==> config.mk <==
export PLATFORM = sky130hd
export DESIGN_NAME = scalar_kalman_filter
export DESIGN_NICKNAME = d
export VERILOG_FILES = /design/src/design/skf_pkg.sv /design/src/design/scalar_kalman_filter.sv /design/src/design/skf_iter_unit.sv
export SDC_FILE = /design/constraint.sdc
export NUM_CORES = 1
export LEC_CHECK = 0
export BUFFER_PORTS_ARGS = -buffer_cell sky130_fd_sc_hd__buf_2
export CAP_MARGIN = 5
export CORE_MARGIN = 1
export CORE_UTILIZATION = 50
export CTS_BUF_LIST = sky130_fd_sc_hd__clkbuf_8
export DETAILED_ROUTE_END_ITERATION = 10
export GPL_TIMING_DRIVEN = 0
export PLACE_DENSITY = 0.76
export SYNTH_ARGS = -nofsm -noshare
export SYNTH_HDL_FRONTEND = slang
export SYNTH_SLANG_ARGS = --single-unit
==> constraint.sdc <==
create_clock -name clk -period 6.75 [get_ports clk]
set_input_delay 0.675 -clock clk [delete_from_list [all_inputs] [get_ports clk]]
set_output_delay 0.675 -clock clk [all_outputs]
set_load 0.01 [all_outputs]
==> src/design/skf_pkg.sv <==
// Shared types and constants of the scalar Kalman filter.
package skf_pkg;

    localparam int unsigned GAIN_W = 17;
    localparam int unsigned ACC_W  = 51;
    localparam int unsigned OPA_W  = 34;

    localparam logic [GAIN_W-1:0] GAIN_ONE = 17'd65536;

    localparam logic [1:0] REG_PROCESS_NOISE      = 2'd0;
    localparam logic [1:0] REG_MEASUREMENT_NOISE  = 2'd1;
    localparam logic [1:0] REG_INITIAL_COVARIANCE = 2'd2;
    localparam logic [1:0] REG_UNUSED             = 2'd3;

    localparam logic [31:0] PROCESS_NOISE_RST      = 32'd655;
    localparam logic [31:0] MEASUREMENT_NOISE_RST  = 32'd65536;
    localparam logic [31:0] INITIAL_COVARIANCE_RST = 32'd65536;

    typedef enum logic
    {
        OP_MUL,
        OP_DIV
    } skf_op_t;

    typedef struct packed
    {
        logic    start;
        skf_op_t op;
    } skf_ctrl_t;

    typedef struct packed
    {
        logic busy;
        logic done;
    } skf_stat_t;

endpackage

==> src/design/scalar_kalman_filter.sv <==
// Top level of the scalar Kalman filter: register port, sequencer and state.
//
//  channel   direction  handshake          request contents
//  -------   ---------  -----------------  -------------------------------
//  input     in         in_valid/in_ready  sample (signed 16)
//  output    out        out_valid/out_ready estimate (signed Q16.16), gain
//  config    in         APB write/read     process/measurement noise, P0
//
// Each sample passes a setup state, then three passes of the shared shift-add/divide
// unit (gain division, estimate product, covariance product), each of 17 steps and
// a done pulse, and a final state that loads the output.
// in_ready is high only while the sequencer is idle; a finished result waits
// in the output register, and the next result waits until that one is taken.
// No clearing pass after reset.
module scalar_kalman_filter
(
    input  logic               clk,
    input  logic               rst_n,
    input  logic               psel,
    input  logic               penable,
    input  logic               pwrite,
    input  logic [3:0]         paddr,
    input  logic [31:0]        pwdata,
    output logic [31:0]        prdata,
    output logic               pready,
    input  logic               in_valid,
    output logic               in_ready,
    input  logic signed [15:0] sample,
    output logic               out_valid,
    input  logic               out_ready,
    output logic signed [31:0] estimate,
    output logic [16:0]        gain
);

    typedef enum logic [2:0]
    {
        ST_IDLE,
        ST_PREP,
        ST_DIV,
        ST_MEST,
        ST_MCOV,
        ST_FINISH
    } state_t;

    state_t                      state_reg;
    logic [31:0]                 q_noise_reg;
    logic [31:0]                 r_noise_reg;
    logic [31:0]                 p_init_reg;
    logic [31:0]                 cov_reg;
    logic [31:0]                 fv_reg;
    logic [31:0]                 p1_reg;
    logic                        den_zero_reg;
    logic [32:0]                 err_reg;
    logic signed [15:0]          sample_reg;
    logic [skf_pkg::GAIN_W-1:0]  gain_reg;
    logic                        out_valid_reg;
    logic [31:0]                 est_out_reg;
    logic [skf_pkg::GAIN_W-1:0]  gain_out_reg;

    logic [32:0]                 p1_sum;
    logic [31:0]                 p1_sat;
    logic [32:0]                 den;
    logic [32:0]                 err_next;
    logic                        cfg_wr;
    logic [1:0]                  cfg_idx;

    skf_pkg::skf_ctrl_t          ctrl;
    skf_pkg::skf_stat_t          stat;
    logic [skf_pkg::OPA_W-1:0]   opa;
    logic [31:0]                 opb;
    logic [skf_pkg::ACC_W-1:0]   acc;
    logic [skf_pkg::GAIN_W-1:0]  quo;
    logic [skf_pkg::GAIN_W-1:0]  gain_div;

    assign cfg_wr  = psel & penable & pwrite;
    assign cfg_idx = paddr[3:2];
    assign pready  = 1'b1;

    always_comb
    begin
        unique case (cfg_idx)
            skf_pkg::REG_PROCESS_NOISE:      prdata = q_noise_reg;
            skf_pkg::REG_MEASUREMENT_NOISE:  prdata = r_noise_reg;
            skf_pkg::REG_INITIAL_COVARIANCE: prdata = p_init_reg;
            default:                         prdata = '0;
        endcase
    end

    assign p1_sum   = {1'b0, cov_reg} + {1'b0, q_noise_reg};
    assign p1_sat   = p1_sum[32] ? '1 : p1_sum[31:0];
    assign den      = {1'b0, p1_sat} + {1'b0, r_noise_reg};
    assign err_next = {sample_reg[15], sample_reg, 16'b0} - {fv_reg[31], fv_reg};
    assign gain_div = den_zero_reg ? '0 : quo;

    // drive the shared unit on each phase start
    always_comb
    begin
        ctrl.start = 1'b0;
        ctrl.op    = skf_pkg::OP_MUL;
        opa        = '0;
        opb        = '0;
        unique case (state_reg)
            ST_PREP:
            begin
                ctrl.start = 1'b1;
                ctrl.op    = skf_pkg::OP_DIV;
                opa        = {1'b0, den};
                opb        = p1_sat;
            end
            ST_DIV:
            begin
                ctrl.start = stat.done;
                opa        = {err_reg[32], err_reg};
                opb        = {15'b0, gain_div};
            end
            ST_MEST:
            begin
                ctrl.start = stat.done;
                opa        = {2'b0, p1_reg};
                opb        = {15'b0, skf_pkg::GAIN_ONE - gain_reg};
            end
            default:
            begin
                ctrl.start = 1'b0;
            end
        endcase
    end

    skf_iter_unit u_iter
    (
        .clk   (clk),
        .rst_n (rst_n),
        .ctrl  (ctrl),
        .opa   (opa),
        .opb   (opb),
        .stat  (stat),
        .acc   (acc),
        .quo   (quo)
    );

    always_ff @(posedge clk or negedge rst_n)
    begin
        if (!rst_n)
        begin
            state_reg     <= ST_IDLE;
            q_noise_reg   <= skf_pkg::PROCESS_NOISE_RST;
            r_noise_reg   <= skf_pkg::MEASUREMENT_NOISE_RST;
            p_init_reg    <= skf_pkg::INITIAL_COVARIANCE_RST;
            cov_reg       <= skf_pkg::INITIAL_COVARIANCE_RST;
            fv_reg        <= '0;
            out_valid_reg <= 1'b0;
        end
        else
        begin
            if (out_valid_reg && out_ready && (state_reg != ST_FINISH))
            begin
                out_valid_reg <= 1'b0;
            end
            if (cfg_wr)
            begin
                unique case (cfg_idx)
                    skf_pkg::REG_PROCESS_NOISE:     q_noise_reg <= pwdata;
                    skf_pkg::REG_MEASUREMENT_NOISE: r_noise_reg <= pwdata;
                    skf_pkg::REG_INITIAL_COVARIANCE:
                    begin
                        p_init_reg <= pwdata;
                        cov_reg    <= pwdata;
                    end
                    default:
                    begin
                    end
                endcase
            end
            unique case (state_reg)
                ST_IDLE:
                begin
                    if (in_valid)
                    begin
                        sample_reg <= sample;
                        state_reg  <= ST_PREP;
                    end
                end
                ST_PREP:
                begin
                    p1_reg       <= p1_sat;
                    den_zero_reg <= (den == '0);
                    err_reg      <= err_next;
                    state_reg    <= ST_DIV;
                end
                ST_DIV:
                begin
                    if (stat.done)
                    begin
                        gain_reg  <= gain_div;
                        state_reg <= ST_MEST;
                    end
                end
                ST_MEST:
                begin
                    if (stat.done)
                    begin
                        // floor of product / 2^16, wrapped to 32 bits
                        fv_reg    <= fv_reg + acc[47:16];
                        state_reg <= ST_MCOV;
                    end
                end
                ST_MCOV:
                begin
                    if (stat.done)
                    begin
                        cov_reg   <= acc[47:16];
                        state_reg <= ST_FINISH;
                    end
                end
                ST_FINISH:
                begin
                    if (!out_valid_reg || out_ready)
                    begin
                        est_out_reg   <= fv_reg;
                        gain_out_reg  <= gain_reg;
                        out_valid_reg <= 1'b1;
                        state_reg     <= ST_IDLE;
                    end
                end
                default:
                begin
                    state_reg <= ST_IDLE;
                end
            endcase
        end
    end

    assign in_ready  = (state_reg == ST_IDLE);
    assign out_valid = out_valid_reg;
    assign estimate  = est_out_reg;
    assign gain      = gain_out_reg;

endmodule

==> src/design/skf_iter_unit.sv <==
// Shared shift-add multiplier and restoring divider, one bit per cycle.
module skf_iter_unit
(
    input  logic                          clk,
    input  logic                          rst_n,
    input  skf_pkg::skf_ctrl_t            ctrl,
    input  logic [skf_pkg::OPA_W-1:0]     opa,
    input  logic [31:0]                   opb,
    output skf_pkg::skf_stat_t            stat,
    output logic [skf_pkg::ACC_W-1:0]     acc,
    output logic [skf_pkg::GAIN_W-1:0]    quo
);

    localparam int unsigned CNT_W = $clog2(skf_pkg::GAIN_W + 1);

    logic [skf_pkg::ACC_W-1:0]  acc_reg;
    logic [skf_pkg::GAIN_W-1:0] q_reg;
    logic [skf_pkg::OPA_W-1:0]  mcand_reg;
    skf_pkg::skf_op_t           op_reg;
    logic [CNT_W-1:0]           cnt_reg;
    logic                       busy_reg;
    logic                       done_reg;

    logic [skf_pkg::ACC_W-1:0]  shifted;
    logic [skf_pkg::ACC_W-1:0]  mcand_ext;
    logic [skf_pkg::ACC_W-1:0]  addend;
    logic [skf_pkg::ACC_W-1:0]  sum;
    logic                       in_bit;

    assign mcand_ext = {{(skf_pkg::ACC_W - skf_pkg::OPA_W){mcand_reg[skf_pkg::OPA_W-1]}},
                        mcand_reg};
    assign in_bit    = (op_reg == skf_pkg::OP_DIV) ? q_reg[skf_pkg::GAIN_W-1] : 1'b0;
    assign shifted   = {acc_reg[skf_pkg::ACC_W-2:0], in_bit};

    always_comb
    begin
        case (op_reg)
            skf_pkg::OP_DIV: addend = ~mcand_ext + 1'b1;
            default:         addend = q_reg[skf_pkg::GAIN_W-1] ? mcand_ext : '0;
        endcase
    end

    assign sum = shifted + addend;

    always_ff @(posedge clk or negedge rst_n)
    begin
        if (!rst_n)
        begin
            busy_reg  <= 1'b0;
            done_reg  <= 1'b0;
            cnt_reg   <= '0;
            op_reg    <= skf_pkg::OP_MUL;
            acc_reg   <= '0;
            q_reg     <= '0;
            mcand_reg <= '0;
        end
        else
        begin
            done_reg <= 1'b0;
            if (ctrl.start)
            begin
                busy_reg  <= 1'b1;
                cnt_reg   <= CNT_W'(skf_pkg::GAIN_W);
                op_reg    <= ctrl.op;
                mcand_reg <= opa;
                if (ctrl.op == skf_pkg::OP_DIV)
                begin
                    acc_reg <= {{(skf_pkg::ACC_W - 31){1'b0}}, opb[31:1]};
                    q_reg   <= {opb[0], {(skf_pkg::GAIN_W - 1){1'b0}}};
                end
                else
                begin
                    acc_reg <= '0;
                    q_reg   <= opb[skf_pkg::GAIN_W-1:0];
                end
            end
            else if (busy_reg)
            begin
                cnt_reg <= cnt_reg - 1'b1;
                if (cnt_reg == CNT_W'(1))
                begin
                    busy_reg <= 1'b0;
                    done_reg <= 1'b1;
                end
                if (op_reg == skf_pkg::OP_DIV)
                begin
                    // restoring step: keep the difference when it stays non-negative
                    if (!sum[skf_pkg::ACC_W-1])
                    begin
                        acc_reg <= sum;
                        q_reg   <= {q_reg[skf_pkg::GAIN_W-2:0], 1'b1};
                    end
                    else
                    begin
                        acc_reg <= shifted;
                        q_reg   <= {q_reg[skf_pkg::GAIN_W-2:0], 1'b0};
                    end
                end
                else
                begin
                    acc_reg <= sum;
                    q_reg   <= {q_reg[skf_pkg::GAIN_W-2:0], 1'b0};
                end
            end
        end
    end

    assign stat.busy = busy_reg;
    assign stat.done = done_reg;
    assign acc       = acc_reg;
    assign quo       = q_reg;

endmodule

==> impl_metrics.tcl <==
set metrics [dict create \
    avgRoutedWirePerCell_um 25.6 \
    routed_wl_um 97700 \
    clk_pin_slew_ns 0.06 \
    number_of_fill_cells_in_the_layout 4629 \
    min-delay-path-class "in2reg" \
    syn_inst 2813 \
    tritoncts_clock_tree "yes" \
    grt.total_usage_pct 34.7 \
    critPathMaxFanout 5 \
    synth_top_area_share_pct 24.3 \
    worstMarginPinSlew_ns 1.25 \
    category_of_cells_accounting_for_the_largest_share_of_critical_path_delay "compound AO/OA/AOI/OAI gates" \
    yosysWarningCount 0 \
    routed-via-count 24300 \
    crit_path_start "cov_reg[0]" \
    worstPathRequired_ns 7.21 \
    ys_ff_latch 421 \
    synthTopCellsByArea "sky130_fd_sc_hd__dfrtp_1 (24%), sky130_fd_sc_hd__edfxtp_1 (16%), sky130_fd_sc_hd__ha_1 (7.6%)" \
    vias_per_cell 6.37 \
    insertion_delay_ns 0.68 \
    synth-edff-count 148 \
    area_delta_synth_final_pct 14.1 \
    timing.final.setup_violations 0 \
    grt_overflow 0 \
    finalHoldViolations 0 \
    drtIter0Drc 2533 \
    port-buffer-count 137 \
    clock_tree.buffer_depth 3 \
    drive_gt1_share_pct 16.3 \
    grt_start_max_net_pins 115 \
    async_flop_share_pct 64.8 \
    htree_num_levels 3 \
    postLayoutCoreUtil_pct 57.6 \
    detailedPlacementHpwl_um 75800 \
    endpoint_kind "register" \
    fin_worst_hold_slack_ns 0.163 \
    final_period_minus_worst_setup_slack_ns 6.71 \
    cp_slowest_cell "sky130_fd_sc_hd__or4b_2" \
    cts-buffers-inserted 74 \
    critical_path_buf_inv_count 4 \
    cts_sinks 421 \
    yosys_most_used_dff "sky130_fd_sc_hd__dfrtp_1" \
    antenna_found_initial 6 \
    chipHeight_um 235 \
    core_area_mm2 0.0538 \
    io_pins 143 \
    largest_register_ff_count 50 \
    floorplan.die_area_mm2 0.0553 \
    critical_path_class "reg2reg" \
    drv.max_cap_violation_count 0 \
    clock-root-buffer "sky130_fd_sc_hd__clkbuf_8" \
    critPathArrivalTime_ns 7.17 \
    grt_first_pass_wirelength_um 144000 \
    start_util_pct 50.5 \
    layout.nets 3282 \
    sequential_cell_area_fraction_in_the_yosys_report_pct 41.5 \
    synth.net_count 3042 \
    drt.antenna.violating_nets 0 \
    path_common_cell "sky130_fd_sc_hd__o21ai_1" \
    slew_violations 0 \
    layout_worst_path_cycle_share_pct 99.3 \
    yosys.area.top_type "sky130_fd_sc_hd__dfrtp_1" \
    die_w_um 235 \
    via_count_of_the_first_global_routing_pass 23400 \
    outcome "finished, final reports clean" \
    achievable-frequency_mhz 149 \
    gp_congestion 1.02 \
    avgSynthCellArea_um2 9.66 \
    rsz_0062_raised_after_global_routing "yes" \
    max_stage_delay_ns 0.65 \
    syn-cell-area_mm2 0.0272 \
    relative_slew_margins_pct 15.4 \
    placement_rows 85 \
    worst_case_clock_skew_ns 0.0417 \
    drt_first_pass_iters 6 \
    count_of_different_cell_masters_after_synthesis 93 \
    route.detailed.drc 0 \
    regToRegStartpoint "cov_reg[0]" \
    timing.hold.worst.start "sample[11]" \
    cp-start-kind "register" \
]
cell usage after synthesis, types with 26 or more instances:
cell and count:
sky130_fd_sc_hd__xor2_1 69, sky130_fd_sc_hd__a21o_1 84, sky130_fd_sc_hd__o22ai_1 27, sky130_fd_sc_hd__a21oi_1 221, sky130_fd_sc_hd__edfxtp_1 148, sky130_fd_sc_hd__nor3_1 57
sky130_fd_sc_hd__nor2b_1 39, sky130_fd_sc_hd__a211oi_1 33, sky130_fd_sc_hd__inv_1 73, sky130_fd_sc_hd__a22oi_1 39, sky130_fd_sc_hd__ha_1 166, sky130_fd_sc_hd__nor2_1 159
sky130_fd_sc_hd__a31oi_1 26, sky130_fd_sc_hd__xnor2_1 97, sky130_fd_sc_hd__mux2i_1 96, sky130_fd_sc_hd__nand2_1 271, sky130_fd_sc_hd__o21ai_0 256, sky130_fd_sc_hd__nand3_1 38
sky130_fd_sc_hd__nand2b_1 34, sky130_fd_sc_hd__clkbuf_1 115, sky130_fd_sc_hd__dfrtp_1 264, sky130_fd_sc_hd__mux2_2 104
through the flow:
stage	instance area (um2)	TNS (ns)	cells	setup slack, ns
after detailed placement	28900	-4.66	3650	-1.12
after CTS	30500	0	3794	0.00199
after global routing	31000	-0.137	3810	-0.137
after global placement	28700	-266.75	3646	-2.22
final	31000	0	3811	0.0443
after floorplan	27200	0	2813	0.731
kinds of logic (layout without fill, tap and decap cells):
kind of cell             Yosys count  count (layout)  synth area share (%)
other                              1               3                0.0138
multiplexers                     200             200                  7.84
AO/OA/AOI/OAI                    887             887                  20.5
flip-flops                       421             421                  41.5
buffers and inverters            213             513                  3.17
adder cells (fa/ha/maj)          170             170                  7.94
XOR/XNOR                         166             166                  5.35
AND/OR/NAND/NOR                  755             755                  13.7
cells in the final DEF (no fill, tap or decap), types with 55 or more instances in the layout:
cell	instances
sky130_fd_sc_hd__dfrtp_1	263
sky130_fd_sc_hd__nand2_1	261
sky130_fd_sc_hd__o21ai_0	250
sky130_fd_sc_hd__a21oi_1	216
sky130_fd_sc_hd__nor2_1	157
sky130_fd_sc_hd__edfxtp_1	148
sky130_fd_sc_hd__ha_1	146
sky130_fd_sc_hd__buf_2	140
sky130_fd_sc_hd__clkbuf_1	109
sky130_fd_sc_hd__mux2_2	103
sky130_fd_sc_hd__inv_1	99
sky130_fd_sc_hd__xnor2_1	97
sky130_fd_sc_hd__mux2i_1	95
sky130_fd_sc_hd__clkbuf_8	88
sky130_fd_sc_hd__a21o_1	84
sky130_fd_sc_hd__xor2_1	68
sky130_fd_sc_hd__nor3_1	55
final timing paths:
check	endpoint	slack [ns]	depth (start not counted)
hold / removal	sample_reg[11]	0.16	1
min in group asynchronous	p_init_reg[26]	0.54	2
hold reg to reg	estimate[31]	0.45	0
setup reg to reg	den_zero_reg	0.04	25
setup / recovery	den_zero_reg	0.04	25
max in group asynchronous	fv_reg[6]	5.22	3
routing by layer:
metal	track usage [%]	vias to the layer above	share of wire [%]
li1	-	10900	-
met1	44.3	11900	39
met2	55.4	1190	46
met3	6.89	282	8.5
met4	19.4	6	6.3
met5	0	-	0.035
cell type report:
class,count,area (um2),share of cell area [%]
timing repair buffer,169,1030,3.32
inverter,73,274,0.883
antenna,2,5.00,0.0161
tap,696,871,2.81
sequential,421,11300,36.4
clock buffer,88,1210,3.90
buffer,135,589,1.90
clock inverter,48,246,0.795
multi-input combinational,2179,15500,50.0
what timing repair did:
action                                  4_1_cts  5_1_grt
endpoints found under the setup margin       10       53
pin swaps                                    10       24
cloned                                        0        1
resized for setup                            38       63
endpoints found under the hold margin        58        0
setup buffers                                 9       16
hold buffers                                  1        0
Power is not shown: default switching activity piles up to over one toggle a cycle in this logic, so the estimate is an artifact.
